--- config.mk ---
export PLATFORM = sky130hd
export DESIGN_NAME = battery_cell_monitor_top_flat
export DESIGN_NICKNAME = d
export VERILOG_FILES = /design/src/rtl/core/bcm_pkg.sv /design/src/rtl/core/bcm_in_if.sv /design/src/rtl/core/bcm_out_if.sv /design/src/rtl/core/bcm_cfg_if.sv /design/src/rtl/core/bcm_sermul.sv /design/src/rtl/core/battery_cell_monitor_top.sv /design/src/flat_wrapper.sv
export SDC_FILE = /design/constraint.sdc
export NUM_CORES = 1
export LEC_CHECK = 0
export BUFFER_PORTS_ARGS = -buffer_cell sky130_fd_sc_hd__buf_2
export CORE_MARGIN = 2
export CORE_UTILIZATION = 55
export CTS_CLUSTER_DIAMETER = 100
export DETAILED_ROUTE_END_ITERATION = 6
export PLACE_DENSITY_LB_ADDON = 0.3
export SLEW_MARGIN = 20
export SYNTH_ARGS = -nofsm -noshare
export SYNTH_HDL_FRONTEND = slang
export SYNTH_SLANG_ARGS = --single-unit
--- constraint.sdc ---
create_clock -name clk -period 7.12 [get_ports clk]
set_clock_uncertainty 0.1 [all_clocks]
set_input_delay 0.712 -clock clk [delete_from_list [all_inputs] [get_ports clk]]
set_output_delay 0.712 -clock clk [all_outputs]
set_load 0.02 [all_outputs]
--- src/rtl/core/bcm_pkg.sv ---
// bcm_pkg: shared types, register indexes and constants of the battery cell monitor
// used by bcm_sermul and battery_cell_monitor_top; no dependencies
`default_nettype none

package bcm_pkg;

  localparam int NumCells  = 3;
  localparam int IdxW      = 2;
  localparam int TapW      = 12;
  localparam int GainW     = 16;
  localparam int WeightW   = 9;
  localparam int ThrW      = 15;
  localparam int CellW     = 16;
  localparam int SubW      = 18;
  localparam int SatW      = 22;
  localparam int McandW    = 18;
  localparam int MplierW   = 12;
  localparam int ProdW     = 30;
  localparam int MulSteps  = 12;
  localparam int MulCntW   = 4;
  localparam int FracBits  = 8;
  localparam int ScaledW   = 20;
  localparam int CfgIdxW   = 3;
  localparam int CfgDataW  = 16;

  localparam logic [IdxW-1:0]    LastCell   = 2'd2;
  localparam logic [WeightW-1:0] WeightOne  = 9'd256;

  localparam logic [WeightW-1:0] RstWeight  = 9'd128;
  localparam logic [ThrW-1:0]    RstWarnThr = 15'd3300;
  localparam logic [ThrW-1:0]    RstErrThr  = 15'd3100;
  localparam logic [GainW-1:0]   RstGainOne   = 16'd653;
  localparam logic [GainW-1:0]   RstGainTwo   = 16'd1308;
  localparam logic [GainW-1:0]   RstGainThree = 16'd1966;

  localparam logic signed [SatW-1:0] SatMax = 22'sd32767;
  localparam logic signed [SatW-1:0] SatMin = -22'sd32768;

  typedef enum logic [CfgIdxW-1:0] {
    REG_AVG_WEIGHT  = 3'd0,
    REG_WARN_THR    = 3'd1,
    REG_ERR_THR     = 3'd2,
    REG_GAIN_ONE    = 3'd3,
    REG_GAIN_TWO    = 3'd4,
    REG_GAIN_THREE  = 3'd5
  } cfg_reg_t;

  typedef enum logic [2:0] {
    ST_IDLE,
    ST_TAP_MUL,
    ST_AVG_SETUP,
    ST_AVG_MUL,
    ST_FINISH
  } seq_state_t;

  typedef struct packed {
    logic                     start;
    logic signed [McandW-1:0] mcand;
    logic [MplierW-1:0]       mplier;
  } mul_req_t;

  typedef struct packed {
    logic                    done;
    logic signed [ProdW-1:0] prod;
  } mul_rsp_t;

  function automatic logic signed [CellW-1:0] sat16(input logic signed [SatW-1:0] v);
    logic signed [CellW-1:0] r;
    if (v > SatMax) begin
      r = 16'sh7fff;
    end else if (v < SatMin) begin
      r = 16'sh8000;
    end else begin
      r = v[CellW-1:0];
    end
    return r;
  endfunction

endpackage

`default_nettype wire

--- src/rtl/core/bcm_in_if.sv ---
// bcm_in_if: input channel carrying the three tap readings
// depends on bcm_pkg
`default_nettype none

interface bcm_in_if;
  logic                          valid;
  logic                          ready;
  logic [bcm_pkg::TapW-1:0]      tap_one_mv;
  logic [bcm_pkg::TapW-1:0]      tap_two_mv;
  logic [bcm_pkg::TapW-1:0]      tap_three_mv;

  modport source (output valid, tap_one_mv, tap_two_mv, tap_three_mv, input ready);
  modport sink   (input valid, tap_one_mv, tap_two_mv, tap_three_mv, output ready);
endinterface

`default_nettype wire

--- src/rtl/core/bcm_out_if.sv ---
// bcm_out_if: result channel carrying the cell averages and sticky flags
// depends on bcm_pkg
`default_nettype none

interface bcm_out_if;
  logic                              valid;
  logic                              ready;
  logic signed [bcm_pkg::CellW-1:0]  cell_one_avg_mv;
  logic signed [bcm_pkg::CellW-1:0]  cell_two_avg_mv;
  logic signed [bcm_pkg::CellW-1:0]  cell_three_avg_mv;
  logic                              warning_flag;
  logic                              error_flag;

  modport source (output valid, cell_one_avg_mv, cell_two_avg_mv, cell_three_avg_mv,
                  warning_flag, error_flag, input ready);
  modport sink   (input valid, cell_one_avg_mv, cell_two_avg_mv, cell_three_avg_mv,
                  warning_flag, error_flag, output ready);
endinterface

`default_nettype wire

--- src/rtl/core/bcm_cfg_if.sv ---
// bcm_cfg_if: register write channel, index and data
// depends on bcm_pkg
`default_nettype none

interface bcm_cfg_if;
  logic                           valid;
  logic                           ready;
  logic [bcm_pkg::CfgIdxW-1:0]    index;
  logic [bcm_pkg::CfgDataW-1:0]   data;

  modport source (output valid, index, data, input ready);
  modport sink   (input valid, index, data, output ready);
endinterface

`default_nettype wire

--- src/rtl/core/bcm_sermul.sv ---
// bcm_sermul: bit-serial shift-and-add multiplier, signed multiplicand by unsigned multiplier
// one multiplier bit per cycle; depends on bcm_pkg
`default_nettype none

module bcm_sermul (
  input  wire logic          clk,
  input  wire logic          rst_n,
  input  bcm_pkg::mul_req_t  req,
  output bcm_pkg::mul_rsp_t  rsp
);

  logic signed [bcm_pkg::ProdW-1:0]  acc_r, acc_nxt;
  logic signed [bcm_pkg::ProdW-1:0]  mcand_r, mcand_nxt;
  logic [bcm_pkg::MplierW-1:0]       mplier_r, mplier_nxt;
  logic [bcm_pkg::MulCntW-1:0]       cnt_r, cnt_nxt;
  logic                              busy_r, busy_nxt;
  logic                              done_r, done_nxt;

  always_ff @(posedge clk) begin
    if (!rst_n) begin
      busy_r <= 1'b0;
      done_r <= 1'b0;
      cnt_r  <= '0;
    end else begin
      busy_r <= busy_nxt;
      done_r <= done_nxt;
      cnt_r  <= cnt_nxt;
    end
    acc_r    <= acc_nxt;
    mcand_r  <= mcand_nxt;
    mplier_r <= mplier_nxt;
  end

  always_comb begin
    acc_nxt    = acc_r;
    mcand_nxt  = mcand_r;
    mplier_nxt = mplier_r;
    cnt_nxt    = cnt_r;
    busy_nxt   = busy_r;
    done_nxt   = 1'b0;
    if (req.start) begin
      acc_nxt    = '0;
      mcand_nxt  = bcm_pkg::ProdW'(req.mcand);
      mplier_nxt = req.mplier;
      cnt_nxt    = '0;
      busy_nxt   = 1'b1;
    end else if (busy_r) begin
      if (mplier_r[0]) begin
        acc_nxt = acc_r + mcand_r;
      end
      mcand_nxt  = mcand_r <<< 1;
      mplier_nxt = mplier_r >> 1;
      cnt_nxt    = bcm_pkg::MulCntW'(cnt_r + 1'b1);
      if (cnt_r == bcm_pkg::MulCntW'(bcm_pkg::MulSteps - 1)) begin
        busy_nxt = 1'b0;
        done_nxt = 1'b1;
      end
    end
  end

  assign rsp.done = done_r;
  assign rsp.prod = acc_r;

endmodule

`default_nettype wire

--- src/rtl/core/battery_cell_monitor_top.sv ---
// battery_cell_monitor_top: three-cell stack monitor, tap scaling, cell differences,
// moving averages and sticky undervoltage flags; depends on bcm_pkg, the bcm_*_if
// interfaces and bcm_sermul
//
//   channel  dir  payload                                              transfer
//   in_ch    in   tap_one_mv, tap_two_mv, tap_three_mv                  valid & ready
//   out_ch   out  cell_one/two/three_avg_mv, warning_flag, error_flag    valid & ready
//   cfg_ch   in   index, data                                            valid & ready
//
// each cell takes two 12-step products on the shared bit-serial multiplier, first the
// scaled tap and then the weighted step of its moving average.
// in_ch.ready is high only while idle; a new item is taken while a result still waits.
// cfg_ch.ready is always high. rst_n resets registers to their defaults, the averages
// to INITIAL_CELL_MV and both flags to zero.
`default_nettype none

module battery_cell_monitor_top #(
  parameter int INITIAL_CELL_MV = 3700
) (
  input  wire logic   clk,
  input  wire logic   rst_n,
  bcm_in_if.sink      in_ch,
  bcm_out_if.source   out_ch,
  bcm_cfg_if.sink     cfg_ch
);

  localparam int NC = bcm_pkg::NumCells;

  logic [bcm_pkg::WeightW-1:0]  weight_r;
  logic [bcm_pkg::ThrW-1:0]     warn_thr_r;
  logic [bcm_pkg::ThrW-1:0]     err_thr_r;
  logic [bcm_pkg::GainW-1:0]    gain_r [NC];

  bcm_pkg::seq_state_t              state_r, state_nxt;
  logic [bcm_pkg::IdxW-1:0]         idx_r, idx_nxt;
  logic [bcm_pkg::TapW-1:0]         tap_r [NC];
  logic [bcm_pkg::TapW-1:0]         tap_nxt [NC];
  logic signed [bcm_pkg::SubW-1:0]  sub_r, sub_nxt;
  logic signed [bcm_pkg::CellW-1:0] cell_r, cell_nxt;
  logic signed [bcm_pkg::CellW-1:0] avg_r [NC];
  logic signed [bcm_pkg::CellW-1:0] avg_nxt [NC];
  logic                             warn_r, warn_nxt;
  logic                             err_r, err_nxt;

  logic                             out_valid_r, out_valid_nxt;
  logic signed [bcm_pkg::CellW-1:0] out_avg_r [NC];
  logic signed [bcm_pkg::CellW-1:0] out_avg_nxt [NC];
  logic                             out_warn_r, out_warn_nxt;
  logic                             out_err_r, out_err_nxt;

  bcm_pkg::mul_req_t mul_req;
  bcm_pkg::mul_rsp_t mul_rsp;

  logic [bcm_pkg::WeightW-1:0]      weight_eff;
  logic [bcm_pkg::ScaledW-1:0]      scaled;
  logic signed [bcm_pkg::SatW-1:0]  diff;
  logic signed [bcm_pkg::CellW-1:0] cell_sat;
  logic signed [bcm_pkg::CellW:0]   delta;
  logic signed [bcm_pkg::SatW-1:0]  step;
  logic signed [bcm_pkg::CellW-1:0] avg_new;
  logic [bcm_pkg::IdxW-1:0]         idx_inc;

  bcm_sermul u_mul (
    .clk   (clk),
    .rst_n (rst_n),
    .req   (mul_req),
    .rsp   (mul_rsp)
  );

  // configuration registers
  always_ff @(posedge clk) begin
    if (!rst_n) begin
      weight_r   <= bcm_pkg::RstWeight;
      warn_thr_r <= bcm_pkg::RstWarnThr;
      err_thr_r  <= bcm_pkg::RstErrThr;
      gain_r[0]  <= bcm_pkg::RstGainOne;
      gain_r[1]  <= bcm_pkg::RstGainTwo;
      gain_r[2]  <= bcm_pkg::RstGainThree;
    end else if (cfg_ch.valid) begin
      case (cfg_ch.index)
        bcm_pkg::REG_AVG_WEIGHT: weight_r   <= cfg_ch.data[bcm_pkg::WeightW-1:0];
        bcm_pkg::REG_WARN_THR:   warn_thr_r <= cfg_ch.data[bcm_pkg::ThrW-1:0];
        bcm_pkg::REG_ERR_THR:    err_thr_r  <= cfg_ch.data[bcm_pkg::ThrW-1:0];
        bcm_pkg::REG_GAIN_ONE:   gain_r[0]  <= cfg_ch.data;
        bcm_pkg::REG_GAIN_TWO:   gain_r[1]  <= cfg_ch.data;
        bcm_pkg::REG_GAIN_THREE: gain_r[2]  <= cfg_ch.data;
        default: ;
      endcase
    end
  end

  assign cfg_ch.ready = 1'b1;

  always_ff @(posedge clk) begin
    if (!rst_n) begin
      state_r     <= bcm_pkg::ST_IDLE;
      idx_r       <= '0;
      warn_r      <= 1'b0;
      err_r       <= 1'b0;
      out_valid_r <= 1'b0;
      for (int i = 0; i < NC; i++) begin
        avg_r[i] <= bcm_pkg::CellW'(INITIAL_CELL_MV);
      end
    end else begin
      state_r     <= state_nxt;
      idx_r       <= idx_nxt;
      warn_r      <= warn_nxt;
      err_r       <= err_nxt;
      out_valid_r <= out_valid_nxt;
      for (int i = 0; i < NC; i++) begin
        avg_r[i] <= avg_nxt[i];
      end
    end
    sub_r      <= sub_nxt;
    cell_r     <= cell_nxt;
    out_warn_r <= out_warn_nxt;
    out_err_r  <= out_err_nxt;
    for (int i = 0; i < NC; i++) begin
      tap_r[i]     <= tap_nxt[i];
      out_avg_r[i] <= out_avg_nxt[i];
    end
  end

  // datapath around the shared multiplier
  assign weight_eff = (weight_r > bcm_pkg::WeightOne) ? bcm_pkg::WeightOne : weight_r;
  assign scaled     = mul_rsp.prod[bcm_pkg::FracBits +: bcm_pkg::ScaledW];
  assign diff       = $signed({2'b00, scaled}) - bcm_pkg::SatW'(sub_r);
  assign cell_sat   = bcm_pkg::sat16(diff);
  assign delta      = $signed({cell_r[bcm_pkg::CellW-1], cell_r})
                    - $signed({avg_r[idx_r][bcm_pkg::CellW-1], avg_r[idx_r]});
  assign step       = bcm_pkg::SatW'(mul_rsp.prod >>> bcm_pkg::FracBits);
  assign avg_new    = bcm_pkg::sat16(bcm_pkg::SatW'(avg_r[idx_r]) + step);
  assign idx_inc    = bcm_pkg::IdxW'(idx_r + 1'b1);

  assign in_ch.ready = (state_r == bcm_pkg::ST_IDLE);

  always_comb begin
    state_nxt     = state_r;
    idx_nxt       = idx_r;
    sub_nxt       = sub_r;
    cell_nxt      = cell_r;
    warn_nxt      = warn_r;
    err_nxt       = err_r;
    out_valid_nxt = out_valid_r;
    out_warn_nxt  = out_warn_r;
    out_err_nxt   = out_err_r;
    for (int i = 0; i < NC; i++) begin
      tap_nxt[i]     = tap_r[i];
      avg_nxt[i]     = avg_r[i];
      out_avg_nxt[i] = out_avg_r[i];
    end
    mul_req = '0;

    if (out_valid_r && out_ch.ready) begin
      out_valid_nxt = 1'b0;
    end

    case (state_r)
      bcm_pkg::ST_IDLE: begin
        if (in_ch.valid) begin
          tap_nxt[0]     = in_ch.tap_one_mv;
          tap_nxt[1]     = in_ch.tap_two_mv;
          tap_nxt[2]     = in_ch.tap_three_mv;
          idx_nxt        = '0;
          sub_nxt        = '0;
          mul_req.start  = 1'b1;
          mul_req.mcand  = $signed({2'b00, gain_r[0]});
          mul_req.mplier = in_ch.tap_one_mv;
          state_nxt      = bcm_pkg::ST_TAP_MUL;
        end
      end
      bcm_pkg::ST_TAP_MUL: begin
        if (mul_rsp.done) begin
          cell_nxt  = cell_sat;
          sub_nxt   = sub_r + bcm_pkg::SubW'(cell_sat);
          state_nxt = bcm_pkg::ST_AVG_SETUP;
        end
      end
      bcm_pkg::ST_AVG_SETUP: begin
        mul_req.start  = 1'b1;
        mul_req.mcand  = bcm_pkg::McandW'(delta);
        mul_req.mplier = bcm_pkg::MplierW'(weight_eff);
        state_nxt      = bcm_pkg::ST_AVG_MUL;
      end
      bcm_pkg::ST_AVG_MUL: begin
        if (mul_rsp.done) begin
          avg_nxt[idx_r] = avg_new;
          if (avg_new < $signed({1'b0, warn_thr_r})) begin
            warn_nxt = 1'b1;
          end
          if (avg_new < $signed({1'b0, err_thr_r})) begin
            err_nxt = 1'b1;
          end
          if (idx_r == bcm_pkg::LastCell) begin
            state_nxt = bcm_pkg::ST_FINISH;
          end else begin
            idx_nxt        = idx_inc;
            mul_req.start  = 1'b1;
            mul_req.mcand  = $signed({2'b00, gain_r[idx_inc]});
            mul_req.mplier = tap_r[idx_inc];
            state_nxt      = bcm_pkg::ST_TAP_MUL;
          end
        end
      end
      bcm_pkg::ST_FINISH: begin
        if (!out_valid_r || out_ch.ready) begin
          for (int i = 0; i < NC; i++) begin
            out_avg_nxt[i] = avg_r[i];
          end
          out_warn_nxt  = warn_r;
          out_err_nxt   = err_r;
          out_valid_nxt = 1'b1;
          state_nxt     = bcm_pkg::ST_IDLE;
        end
      end
      default: begin
        state_nxt = bcm_pkg::ST_IDLE;
      end
    endcase
  end

  assign out_ch.valid             = out_valid_r;
  assign out_ch.cell_one_avg_mv   = out_avg_r[0];
  assign out_ch.cell_two_avg_mv   = out_avg_r[1];
  assign out_ch.cell_three_avg_mv = out_avg_r[2];
  assign out_ch.warning_flag      = out_warn_r;
  assign out_ch.error_flag        = out_err_r;

endmodule

`default_nettype wire
--- src/flat_wrapper.sv ---
// flat-port wrapper written by rule: the top's interface ports become plain ports
module battery_cell_monitor_top_flat 
#(
  parameter int INITIAL_CELL_MV = 3700
)
  (clk, rst_n, in_ch_valid, in_ch_tap_one_mv, in_ch_tap_two_mv, in_ch_tap_three_mv, in_ch_ready, out_ch_valid, out_ch_cell_one_avg_mv, out_ch_cell_two_avg_mv, out_ch_cell_three_avg_mv, out_ch_warning_flag, out_ch_error_flag, out_ch_ready, cfg_ch_valid, cfg_ch_index, cfg_ch_data, cfg_ch_ready);
  bcm_in_if in_ch_i ();
  bcm_out_if out_ch_i ();
  bcm_cfg_if cfg_ch_i ();
  input  wire logic clk;
  input  wire logic rst_n;
  input wire logic [$bits(in_ch_i.valid)-1:0] in_ch_valid;
  input wire logic [$bits(in_ch_i.tap_one_mv)-1:0] in_ch_tap_one_mv;
  input wire logic [$bits(in_ch_i.tap_two_mv)-1:0] in_ch_tap_two_mv;
  input wire logic [$bits(in_ch_i.tap_three_mv)-1:0] in_ch_tap_three_mv;
  output wire logic [$bits(in_ch_i.ready)-1:0] in_ch_ready;
  output wire logic [$bits(out_ch_i.valid)-1:0] out_ch_valid;
  output wire logic [$bits(out_ch_i.cell_one_avg_mv)-1:0] out_ch_cell_one_avg_mv;
  output wire logic [$bits(out_ch_i.cell_two_avg_mv)-1:0] out_ch_cell_two_avg_mv;
  output wire logic [$bits(out_ch_i.cell_three_avg_mv)-1:0] out_ch_cell_three_avg_mv;
  output wire logic [$bits(out_ch_i.warning_flag)-1:0] out_ch_warning_flag;
  output wire logic [$bits(out_ch_i.error_flag)-1:0] out_ch_error_flag;
  input wire logic [$bits(out_ch_i.ready)-1:0] out_ch_ready;
  input wire logic [$bits(cfg_ch_i.valid)-1:0] cfg_ch_valid;
  input wire logic [$bits(cfg_ch_i.index)-1:0] cfg_ch_index;
  input wire logic [$bits(cfg_ch_i.data)-1:0] cfg_ch_data;
  output wire logic [$bits(cfg_ch_i.ready)-1:0] cfg_ch_ready;
  assign in_ch_i.valid = in_ch_valid;
  assign in_ch_i.tap_one_mv = in_ch_tap_one_mv;
  assign in_ch_i.tap_two_mv = in_ch_tap_two_mv;
  assign in_ch_i.tap_three_mv = in_ch_tap_three_mv;
  assign in_ch_ready = in_ch_i.ready;
  assign out_ch_valid = out_ch_i.valid;
  assign out_ch_cell_one_avg_mv = out_ch_i.cell_one_avg_mv;
  assign out_ch_cell_two_avg_mv = out_ch_i.cell_two_avg_mv;
  assign out_ch_cell_three_avg_mv = out_ch_i.cell_three_avg_mv;
  assign out_ch_warning_flag = out_ch_i.warning_flag;
  assign out_ch_error_flag = out_ch_i.error_flag;
  assign out_ch_i.ready = out_ch_ready;
  assign cfg_ch_i.valid = cfg_ch_valid;
  assign cfg_ch_i.index = cfg_ch_index;
  assign cfg_ch_i.data = cfg_ch_data;
  assign cfg_ch_ready = cfg_ch_i.ready;
  battery_cell_monitor_top #(.INITIAL_CELL_MV(INITIAL_CELL_MV)) u_core (.clk(clk), .rst_n(rst_n), .in_ch(in_ch_i), .out_ch(out_ch_i), .cfg_ch(cfg_ch_i));
endmodule
==> summary.md, run 1 <==
| Metric | Value |
|---|---|
| First-pass iteration count of the detailed router | `7` |
| Die ar. | `around 0.037 mm^2` |
| Main combinational cell family by area after synthesis | `compound AO/OA/AOI/OAI gates` |
| Combinational Power Share | `29.8%` |
| Largest fanout on the critical path | `14` |
| Worst setup SP type | `register` |
| Root Driver | `clkbuf_16` |
| Die X | `191.7 um` |
| Clock Tree Buf Depth | `3` |
| GP Congestion | `approximately 0.90` |
| DR iter-0 viols | `about 1300` |
| Status | `complete, but fails checks` |
| Yosys reg bits | `~340` |
| Top cell type's share of synthesized area | `approximately 33%` |
| Simple-Gate Fraction of Synth Area | `14.75%` |
| PwrDens | `approximately 280 mW/mm^2` |
| YS warnings | `0` |
| RSZ-0062 raised after global routing | `no` |
| CTS buffer count | `38` |
| Final Hold Fails | `0` |
| Average size of a mapped cell | `9.818 um^2` |
| Final nets | `2265` |
| CTS tree | `built` |
| CTS sink count | `about 340` |
| Sequential group share of total power | `38.5%` |
| Final Setup Violations | `0` |
| Max cap viols | `0` |
| Initial Util | `between 50 and 60%` |
| Setup Buffers After CTS | `0` |
| Total Power | `approximately 6.1 mW` |
| Setup WS pre-CTS | `between 0.7 and 0.8 ns` |
| EDFF count, synth | `210` |
| Fmax | `~160 MHz` |
| Post-Synth Adder-Cell Area | `about a tenth` |
| Switching share of total power | `between 30 and 40%` |
| Pin count of the biggest net entering global routing | `67` |
| Kind of critical path | `reg2reg` |
| Share of cells above drive strength 1 | `roughly an eighth` |
| Ys flop type | `edfxtp_1` |
| Relative slew slack | `between 20 and 30%` |
| WP data required | `between 7 and 8 ns` |
| Ys async rst share | `0%` |
| Final ANT Viol Nets | `0` |
| DRC violations left | `1` |
| Post-cts sizing count | `0` |
| Worst setup margin | `between 0.6 and 0.7 ns` |
| Wire per inst | `around 19 um` |
| Vias/cell | `5.983` |
| Sequential-to-total area share from yosys stat | `46.30%` |
| Cts hold-fix bufs | `0` |
| Static Leakage | `between 8 and 9 nW` |
| Worst skew pair latency | `about 0.55 ns` |
| DIE HEIGHT | `approximately 190 um` |
| Core area | `0.03463 mm^2` |
| Failing checks | `DRC` |
| Min cycle time layout | `between 6 and 7 ns` |
| Final wirelength | `48.63 mm` |
| Synth Net Count | `approximately 2200` |
| Synth unique cells | `between 90 and 100` |
| Htree depth | `2` |
| Initial antenna violation count | `0` |
| Area leader, netlist | `edfxtp_1` |
| Clock share of power | `around a third` |
| Worst EP arrival | `about 6.6 ns` |
| Worst-Margin Slew | `about 1.1 ns` |
| Critical path capture point type | `register` |
| P_sw | `2.027 mW` |
| Post-Synthesis Cells | `a little under 2000` |
| Int Pwr | `4.107 mW` |
| Total Routing Usage GR | `26.82%` |
| Fin util | `a little over three fifths` |
| Hold/Removal Path Class | `in2reg` |
| First-pass GRT wire length | `77.84 mm` |
| Slew Viols, Final | `0` |
| Mapped cell area | `0.01937 mm^2` |
| Final setup TNS | `0 ns` |
| Antenna diodes | `0` |
| Clock transition at the registers of the reported paths | `~0.060 ns` |
| Synth top area cells | `edfxtp_1 (33%), dfxtp_1 (14%), ha_1 (8.8%)` |
| Placement Rows | `68` |
| Port Buffer Count | `approximately 110` |
| HPWL after DPL | `about 35 mm` |
| Vias | `15250` |
| Compound-Gate Fraction of Synth Area | `19.38%` |
| Peak supply drop | `between 0.2 and 0.25 mV` |
| Area Overhead vs Synth | `11.75%` |
| Vias in the first global route | `14570` |
| Hold WS | `0.2379 ns` |
| XOR/XNOR Fraction of Synth Area | `3.423%` |
| Final period util | `90.48%` |
| Multiplexer share of the synthesized area | `under 10%` |
| Num ports | `~110` |
| Total grt overflow | `0` |
==> logic make-up after synthesis <==
logic type                 count (synthesis)
DFF                                      343
and+or+nand+nor                          613
muxes                                     53
AOI/OAI and AO/OA                        550
buffers and inverters                    198
adders and majority gates                141
other                                      1
xor gates and xnor gates                  74
==> final cells by class <==
class | instances | area [um^2]
Clock buffer | 49 | 1052
Clock inverter | 21 | 210.2
Fill cell | 2817 | 12980
Inverter | 118 | 442.9
Multi-Input combinational cell | 1432 | 9697
Sequential cell | 343 | 8970
Tap cell | 455 | 569.3
Timing Repair Buffer | 131 | 705.7
==> synthesized netlist by cell type (all sizes together) (5+ instances only) <==
cell type,count
a21oi,185
nor3,51
xor2,21
a21o,41
inv,117
nand2b,30
or2,8
nor2,135
fa,5
nor2b,20
and2,25
a211oi,20
xnor2,53
and3,15
a2111oi,5
a31oi,24
o31ai,8
o211ai,27
mux2i,51
nand3,33
nand4,11
or3,8
o21ai,122
edfxtp,210
o21a,38
dfxtp,133
buf,12
o21bai,11
ha,136
nand2,249
a222oi,23
clkbuf,68
nor3b,8
==> final timing paths <==
| path | startpoint | to | slack [ns] | depth (start not counted) |
|---|---|---|---|---|
| setup / recovery | u_core.u_mul.acc_r[8]$_SDFFE_PP0P_ | u_core.sub_r[17]$_SDFFCE_PN0P_ | 0.68 | 25 |
| hold / removal | in_ch_tap_three_mv[11] | u_core.tap_r[2][11]$_DFFE_PP_ | 0.24 | 1 |
| setup reg to reg | u_core.u_mul.acc_r[8]$_SDFFE_PP0P_ | u_core.sub_r[17]$_SDFFCE_PN0P_ | 0.68 | 25 |
| hold reg to reg | u_core.err_thr_r[12]$_SDFFE_PN0P_ | u_core.err_thr_r[12]$_SDFFE_PN0P_ | 0.35 | 2 |
==> placed cells by master (no fill, tap or decap), types with 51 or more instances in the layout <==
cell,instances
a21oi_1,163
buf_2,111
dfxtp_1,132
edfxtp_1,210
ha_1,136
inv_1,116
nand2_1,249
nor2_1,133
o21ai_0,96
xnor2_1,51
==> registers in the layout (all words and copies together), names as in the netlist, named ones only <==
register	flops
u_core.sub_r	18
u_core.warn_thr_r	15
u_core.gain_r	48
u_core.u_mul.done_r	1
u_core.u_mul.mcand_r	30
u_core.out_ch.valid	1
u_core.avg_r	48
u_core.tap_r	36
u_core.weight_r	9
u_core.out_avg_r	48
u_core.u_mul.cnt_r	4
u_core.u_mul.busy_r	1
u_core.idx_r	2
u_core.out_ch.error_flag	1
u_core.warn_r	1
u_core.u_mul.mplier_r	12
u_core.state_r	3
u_core.err_thr_r	15
u_core.err_r	1
u_core.u_mul.acc_r	30
u_core.cell_r	16
u_core.out_ch.warning_flag	1
==> stage by stage <==
step | cell area (um^2) | std cells
floorplan | 19370 | 1973
global placement | 20380 | 2479
detailed placement | 20380 | 2479
CTS | 21640 | 2549
global route | 21650 | 2549
finish | 21650 | 2549
==> critical path, cell delays in order, from the launching register on <==
cell and delay [ns]:
dfxtp_1 0.36, inv_1 0.08, ha_1 0.16, inv_1 0.06, fa_1 0.42, a211oi_1 0.32, o21ai_0 0.18, a21oi_1 0.32
o21ai_1 0.10, a31oi_1 0.27, o21ai_1 0.12, xnor2_1 0.26, nand4_1 0.23, o21ai_2 0.49, a21oi_1 0.17, ha_1 0.29
a21o_1 0.17, a21oi_1 0.21, o21ai_0 0.09, and2_1 0.17, o41a_1 0.36, a41o_1 0.29, o41ai_1 0.52, o31a_1 0.23
xor2_1 0.14, nor2_1 0.05
==> routing by layer <==
layer | track usage (%) | up-vias | wire [um]
met4 | 9.704 | 0 | 1710
met3 | 4.458 | 113 | 3393
met5 | 0 | - | 0
met1 | 36.25 | 7246 | 20770
met2 | 43.49 | 531 | 22770
li1 | - | 7360 | -
==> power by group through the flow <==
| stage | registers [mW] | clock network, mW | logic (mW) |
|---|---|---|---|
| floorplan | 2.36 | 0 | 1.38 |
| global placement | 2.40 | 0 | 1.74 |
| detailed placement | 2.40 | 0 | 1.78 |
| CTS | 2.36 | 1.97 | 1.80 |
| global route | 2.37 | 2.05 | 2.02 |
| finish | 2.36 | 1.94 | 1.83 |
No activity file was read; power rests on OpenSTA's default activity.
==> inputs of run 2 (changes only) <==
--- a/config.mk
+++ b/config.mk
@@ -10,7 +10,8 @@
 export CORE_UTILIZATION = 55
 export CTS_CLUSTER_DIAMETER = 100
 export DETAILED_ROUTE_END_ITERATION = 6
-export PLACE_DENSITY_LB_ADDON = 0.3
+export PLACE_DENSITY = 0.73
+export REMOVE_ABC_BUFFERS = 1
 export SLEW_MARGIN = 20
 export SYNTH_ARGS = -nofsm -noshare
 export SYNTH_HDL_FRONTEND = slang
==> summary.md, run 2 (synthesis gave the netlist of run 1 again) <==
| Metric | Value |
|---|---|
| Placement Cell Area | `0.02038 mm^2 (about the same)` |
| Root Driver | `clkbuf_16` |
| DRC violations left | `0 (-1)` |
| Worst EP arrival | `6.67 ns (+0.08 ns)` |
| CTS sink count | `343 (unchanged)` |
| Final Hold Fails | `0 (unchanged)` |
| Relative slew slack | `25.64% (-2.4 points)` |
| Fmax | `153.4 MHz (-1.2%)` |
| Register Area | `0.008970 mm^2 (unchanged)` |
| DR iter-0 viols | `1211 (-10%)` |
| Htree depth | `2 (unchanged)` |
| R2R setup slack | `0.60 ns (-0.08 ns)` |
| Vias/cell | `5.918 (-1.1%)` |
| Final wirelength | `48.17 mm (-0.96%)` |
| Design area | `0.02154 mm^2 (-0.49%)` |
| HPWL after DPL | `34.71 mm (-2.0%)` |
| Num ports | `113 (unchanged)` |
| Biggest regs | `u_core.avg_r x48, u_core.gain_r x48, u_core.out_avg_r x48` |
| CTS tree | `built` |
| P_sw | `1.976 mW (-2.5%)` |
| Most frequent cells in the layout | `nand2_1 (249), edfxtp_1 (210), a21oi_1 (163)` |
| First-pass iteration count of the detailed router | `7 (unchanged)` |
| Int Pwr | `4.038 mW (-1.7%)` |
| Core area | `0.03463 mm^2 (unchanged)` |
| Multi-input gate area | `0.009712 mm^2 (+0.15%)` |
| RSZ-0062 raised after global routing | `no` |
| Status | `completed` |
| Peak supply drop | `0.2196 mV (+0.40%)` |
| CP delay by family, top | `compound AO/OA/AOI/OAI gates` |
| GP Congestion | `0.9005 (-0.25%)` |
| Antenna diodes | `0 (unchanged)` |
| First-pass GRT wire length | `75.93 mm (-2.4%)` |
| R2R Path End | `u_core.sub_r[16]$_SDFFCE_PN0P_` |
| Clock share of power | `30.7% (-1.0 points)` |
| Combinational Power Share | `30.1% (+0.3 points)` |
| Worst-Margin Slew | `1.115 ns (+0.03634 ns)` |
| Share of cells above drive strength 1 | `12.58% (-0.071 points)` |
| Reg2reg path depth | `27 (+8.0%)` |
| Wire per inst | `18.93 um (-0.81%)` |
| Initial antenna violation count | `1 (+1)` |
| Hold Crit Depth | `1 (unchanged)` |
| Worst setup margin | `0.6031 ns (-0.07500 ns)` |
| Critical Path Max Stage Delay | `0.54 ns (+0.02 ns)` |
| Vias | `15060 (-1.2%)` |
| PwrDens | `279.2 mW/mm^2 (-1.5%)` |
| R2R Path Start | `u_core.u_mul.acc_r[8]$_SDFFE_PP0P_` |
| Commonest non-fill, non-tap cell in the layout | `nand2_1` |
| Setup WS pre-CTS | `0.5712 ns (-0.2271 ns)` |
| Hold/Removal Path Class | `in2reg` |
| Initial Util | `55.94% (unchanged)` |
| Kind of critical path | `reg2reg` |
| Clock Tree Buf Depth | `3 (unchanged)` |
| Hold WS | `0.2461 ns (+0.008257 ns)` |
| Min cycle time layout | `6.517 ns (+0.07500 ns)` |
| Placement Rows | `68 (unchanged)` |
| Die X | `191.7 um (unchanged)` |
| Static Leakage | `8.530 nW (-0.54%)` |
| Total grt overflow | `0 (unchanged)` |
| WP data required | `7.27 ns (about the same)` |
| Port Buffer Count | `111 (unchanged)` |
| Area Overhead vs Synth | `11.21%` |
| Filler cell count | `2831 (+0.50%)` |
| Final setup TNS | `0 ns (unchanged)` |
| Critical path capture point type | `register` |
| Final Setup Violations | `0 (unchanged)` |
| WP buf/inv | `3 (+1)` |
| Clock transition at the registers of the reported paths | `0.06 ns (about the same)` |
| Final period util | `91.53% (+1.1 points)` |
| Die ar. | `0.03674 mm^2 (unchanged)` |
| Worst skew pair latency | `0.54 ns (about the same)` |
| Cts hold-fix bufs | `0 (unchanged)` |
| Slew Viols, Final | `0 (unchanged)` |
| Max cap viols | `0 (unchanged)` |
| Total Routing Usage GR | `26.29% (-0.53 points)` |
| Vias in the first global route | `14400 (-1.2%)` |
| Final ANT Viol Nets | `0 (unchanged)` |
| Pin count of the biggest net entering global routing | `67 (unchanged)` |
| WHS Endpoint | `u_core.tap_r[1][5]$_DFFE_PP_` |
| Largest fanout on the critical path | `9 (-5)` |
| Worst Hold Launch | `in_ch_tap_two_mv[5]` |
| Sequential group share of total power | `39.2% (+0.7 points)` |
| DIE HEIGHT | `191.7 um (unchanged)` |
| Worst setup SP type | `register` |
| CTS buffer count | `37 (-2.6%)` |
| Slowest-stage cell, CP | `nor4b_2` |
| Final nets | `2263 (-0.088%)` |
| Switching share of total power | `32.86% (-0.19 points)` |
run 2: area by class of cell:
type | count | share of cell area, %
clock inverters | 16 | 0.5111
multi-input cells | 1432 | 45.08
flip-flops and latches | 343 | 41.64
inverters | 118 | 2.056
clock buffers | 51 | 4.827
well taps | 455 | 2.643
repair buffers | 130 | 3.241
run 2: how the worst max path moves through the flow:
stage / to / from / slack, ns / depth (start not counted)
after floorplan: u_core.err_r$_SDFFE_PN0P_ / register / 0.91 / 25
after global placement: u_core.sub_r[17]$_SDFFCE_PN0P_ / u_core.u_mul.acc_r[8]$_SDFFE_PP0P_ / 0.88 / 25
after detailed placement: u_core.sub_r[17]$_SDFFCE_PN0P_ / u_core.u_mul.acc_r[8]$_SDFFE_PP0P_ / 0.57 / 25
after CTS: u_core.sub_r[17]$_SDFFCE_PN0P_ / u_core.u_mul.acc_r[8]$_SDFFE_PP0P_ / 0.54 / 25
after global routing: u_core.sub_r[17]$_SDFFCE_PN0P_ / u_core.u_mul.acc_r[8]$_SDFFE_PP0P_ / 0.16 / 25
final: u_core.sub_r[16]$_SDFFCE_PN0P_ / u_core.u_mul.acc_r[8]$_SDFFE_PP0P_ / 0.60 / 27
run 2: power groups by stage:
stage	combinational, mW	sequential, mW	clock [mW]
finish	1.81	2.36	1.85
detailed placement	1.77	2.40	0
CTS	1.78	2.36	1.88
global placement	1.72	2.39	0
global route	2.00	2.37	1.95
floorplan	1.36	2.36	0
run 2: routing by layer:
layer | GRT usage (%) | vias up | part of all wire [%] | wire length, um
li1 | - | 7350 | - | -
met1 | 34.85 | 7139 | 43 | 20880
met2 | 44.20 | 458 | 48 | 22950
met3 | 3.399 | 113 | 5.5 | 2668
met4 | 9.497 | 2 | 3.4 | 1647
met5 | 0 | - | 0.027 | 13
run 2: per-stage QoR:
step           instances  power (mW)  util, %
2_1_floorplan       1893       3.715        -
3_3_place_gp        2478       4.116    58.85
3_5_place_dp        2478       4.164    58.85
4_1_cts             2545       6.012    62.17
5_1_grt             2545       6.319    62.21
6_report            2545       6.014    62.21
run 2: timing repair:
item                                    in CTS  in global routing
buffers inserted                             0                  0
hold endpoints to repair                     0                  0
endpoints found under the setup margin       0                  3
resized for setup                            0                  1
==> inputs of run 3 (changes only) <==
--- a/config.mk
+++ b/config.mk
@@ -15,4 +15,5 @@
 export SLEW_MARGIN = 20
 export SYNTH_ARGS = -nofsm -noshare
 export SYNTH_HDL_FRONTEND = slang
+export SYNTH_HIERARCHICAL = 1
 export SYNTH_SLANG_ARGS = --single-unit
==> summary.md, run 3 <==
| Metric | Value |
|---|---|
| Post-Synthesis Cells | `1944 (-1.5%)` |
| Clock Tree Buf Depth | `3 (unchanged)` |
| Synth unique cells | `81 (-11%)` |
| Peak supply drop | `0.2157 mV (-1.8%)` |
| Multi-input gate area | `0.009419 mm^2 (-3.0%)` |
| Most used routing layer | `met2` |
| Worst-Margin Slew | `1.094 ns (-0.02119 ns)` |
| Worst setup SP type | `register` |
| Status | `completed` |
| Critical Path Max Stage Delay | `0.47 ns (-0.07 ns)` |
| Antenna diodes | `0 (unchanged)` |
| Pin count of the biggest net entering global routing | `67 (unchanged)` |
| GRT met1 Usage | `35.98% (+1.1 points)` |
| Area leader, netlist | `edfxtp_1` |
| Final Setup Violations | `0 (unchanged)` |
| Mapped cell area | `0.01921 mm^2 (-0.81%)` |
| Worst setup margin | `0.7636 ns (+0.1606 ns)` |
| Total Power | `6.107 mW (+1.6%)` |
| Final wirelength | `47.24 mm (-1.9%)` |
| Vias/cell | `5.880 (-0.65%)` |
| CTS tree | `built` |
| Root Driver | `clkbuf_16` |
| Placement Rows | `68 (unchanged)` |
| Slew Viols, Final | `0 (unchanged)` |
| Critical path capture point type | `register` |
| Commonest non-fill, non-tap cell in the layout | `edfxtp_1` |
| Yosys reg bits | `343 (unchanged)` |
| Static Leakage | `8.374 nW (-1.8%)` |
| Fmax | `157.3 MHz (+2.5%)` |
| Final period util | `89.28% (-2.3 points)` |
| Wire per inst | `18.84 um (-0.43%)` |
| Vias in the first global route | `14200 (-1.4%)` |
| Max cap viols | `0 (unchanged)` |
| Worst EP arrival | `6.50 ns (-0.17 ns)` |
| Port Buffer Count | `111 (unchanged)` |
| RSZ-0062 raised after global routing | `no` |
| Routing usage on met2 | `42.00% (-2.2 points)` |
| First-pass iteration count of the detailed router | `5 (-2)` |
| Vias | `14740 (-2.1%)` |
| YS warnings | `6 (+6)` |
| Final setup TNS | `0 ns (unchanged)` |
| WP data required | `7.26 ns (about the same)` |
| Core area | `0.03446 mm^2 (-0.49%)` |
| Slowest-stage cell, CP | `or4_1` |
| First-pass GRT wire length | `74.92 mm (-1.3%)` |
| Biggest regs | `u_core/avg_r x48, u_core/gain_r x48, u_core/out_avg_r x48` |
| Filler cell count | `2826 (-0.18%)` |
| Most frequent cells in the layout | `edfxtp_1 (210), a21oi_1 (196), nand2_1 (189)` |
| Sequential-to-total area share from yosys stat | `46.68% (+0.38 points)` |
| Average size of a mapped cell | `9.884 um^2 (+0.67%)` |
| Clock transition at the registers of the reported paths | `0.06 ns (about the same)` |
| Largest fanout on the critical path | `6 (-3)` |
| Die X | `190.9 um (-0.40%)` |
| EDFF count, synth | `210 (unchanged)` |
| Share of cells above drive strength 1 | `12.52% (-0.059 points)` |
| Ys flop type | `edfxtp_1` |
| CTS sink count | `343 (unchanged)` |
| Hold Crit Depth | `1 (unchanged)` |
| PwrDens | `286.2 mW/mm^2 (+2.5%)` |
| Final Hold Fails | `0 (unchanged)` |
| DR iter-0 viols | `1135 (-6.3%)` |
| Register Area | `0.008970 mm^2 (unchanged)` |
| Most instantiated library cell after synthesis | `edfxtp_1` |
| GRT met3 Usage | `4.094% (+0.70 points)` |
| Kind of critical path | `reg2reg` |
| DIE HEIGHT | `190.9 um (-0.40%)` |
| DRC violations left | `0 (unchanged)` |
| Die ar. | `0.03645 mm^2 (-0.79%)` |
| Total grt overflow | `0 (unchanged)` |
| Commonest cells post-synth | `edfxtp_1 (210), a21oi_1 (196), nand2_1 (189)` |
| Hold/Removal Path Class | `in2reg` |
| Setup WS pre-CTS | `0.6323 ns (+0.06119 ns)` |
| GP Congestion | `0.9254 (+2.8%)` |
| Num ports | `113 (unchanged)` |
| Total Routing Usage GR | `26.12% (-0.17 points)` |
| HPWL after DPL | `34.57 mm (-0.42%)` |
| Reg2reg path depth | `26 (-3.7%)` |
| Worst skew pair latency | `0.54 ns (about the same)` |
| Relative slew slack | `27.06% (+1.4 points)` |
| Final ANT Viol Nets | `0 (unchanged)` |
| Synth top area cells | `edfxtp_1 (33%), dfxtp_1 (14%), ha_1 (8.9%)` |
| Htree depth | `2 (unchanged)` |
| Initial Util | `55.76% (-0.18 points)` |
| Area Overhead vs Synth | `11.05%` |
| Top cell type's share of synthesized area | `32.82% (+0.26 points)` |
| CTS buffer count | `38 (+2.7%)` |
| Initial antenna violation count | `1 (unchanged)` |
| Ys async rst share | `0% (unchanged)` |
| Final nets | `2224 (-1.7%)` |
| Hold WS | `0.2464 ns (+0.0002900 ns)` |
| Min cycle time layout | `6.356 ns (-0.1606 ns)` |
-- run 3: cell count changes in the layout (fill, tap and decap cells not counted), sizes merged, moves of 13 or more --
| cell | change |
|---|---|
| a21oi | +23 |
| a222oi | -23 |
| a22oi | +13 |
| mux2 | +27 |
| nand2 | -60 |
| nor2 | -18 |
| o221ai | +14 |
| xor2 | +23 |
-- run 3: what timing repair did --
| item | in CTS | in global routing |
|---|---|---|
| endpoints found under the setup margin | 0 | 1 |
| hold buffers | 0 | 0 |
| setup buffers | 0 | 0 |
| gates resized for setup | 0 | 1 |
-- run 3: worst paths after layout --
kind,startpoint,end,slack (ns)
max,u_core/u_mul/acc_r[8]$_SDFFE_PP0P_,u_core/sub_r[16]$_SDFFCE_PN0P_,0.76
min,in_ch_tap_two_mv[2],u_core/tap_r[1][2]$_DFFE_PP_,0.25
max reg2reg,u_core/u_mul/acc_r[8]$_SDFFE_PP0P_,u_core/sub_r[16]$_SDFFCE_PN0P_,0.76
min reg2reg,u_core/u_mul/acc_r[6]$_SDFFE_PP0P_,u_core/u_mul/acc_r[6]$_SDFFE_PP0P_,0.36
-- run 3: area by class of cell --
class / count / share of cell area [%]
tap: 455 / 2.668
clock buffer: 54 / 5.125
clock inverter: 15 / 0.5219
inverter: 127 / 2.234
timing repair buffer: 130 / 3.272
sequential: 343 / 42.04
multi-input combinational: 1383 / 44.14
-- run 3: worst max-delay path: cells and delay by family, from the launching register on --
kind | cells | cell delay [ns]
buf+inv | 3 | 0.18
fa+ha+maj | 4 | 1.18
simple gates | 4 | 0.83
xor+xnor | 2 | 0.26
compound gates | 13 | 3.19
flops | 1 | 0.34
-- run 3: per-stage QoR --
stage	cell area (um^2)	cells	utilization [%]
3_3_place_gp	20120	2438	58.40
3_5_place_dp	20120	2438	58.40
5_1_grt	21340	2507	61.92
2_1_floorplan	18830	1853	-
6_report	21340	2507	61.92
4_1_cts	21330	2507	61.90
-- run 3: per-layer routing --
layer | vias to the layer above | wire length, um
li1 | 7198 | -
met1 | 6975 | 21300
met2 | 483 | 21410
met3 | 85 | 2993
met4 | 0 | 1535
met5 | - | 0
-- run 3: kinds of logic after synthesis --
kind of cell             after synthesis  synth area share (%)
AO/OA/AOI/OAI                        559                 18.55
XOR/XNOR                              88                 4.011
adder cells (fa/ha/maj)              141                 9.377
buffers and inverters                218                 4.460
flip-flops                           343                 46.68
multiplexers                          82                 4.460
other                                  1               0.01952
AND/OR/NAND/NOR                      512                 12.44
-- run 3: report_power, final --
group | switching, mW | internal (mW) | total [mW]
Clock | 0.789 | 1.11 | 1.90
Combinational | 1.12 | 0.722 | 1.84
Sequential | 0.0926 | 2.27 | 2.37
Total | 2.00 | 4.11 | 6.11
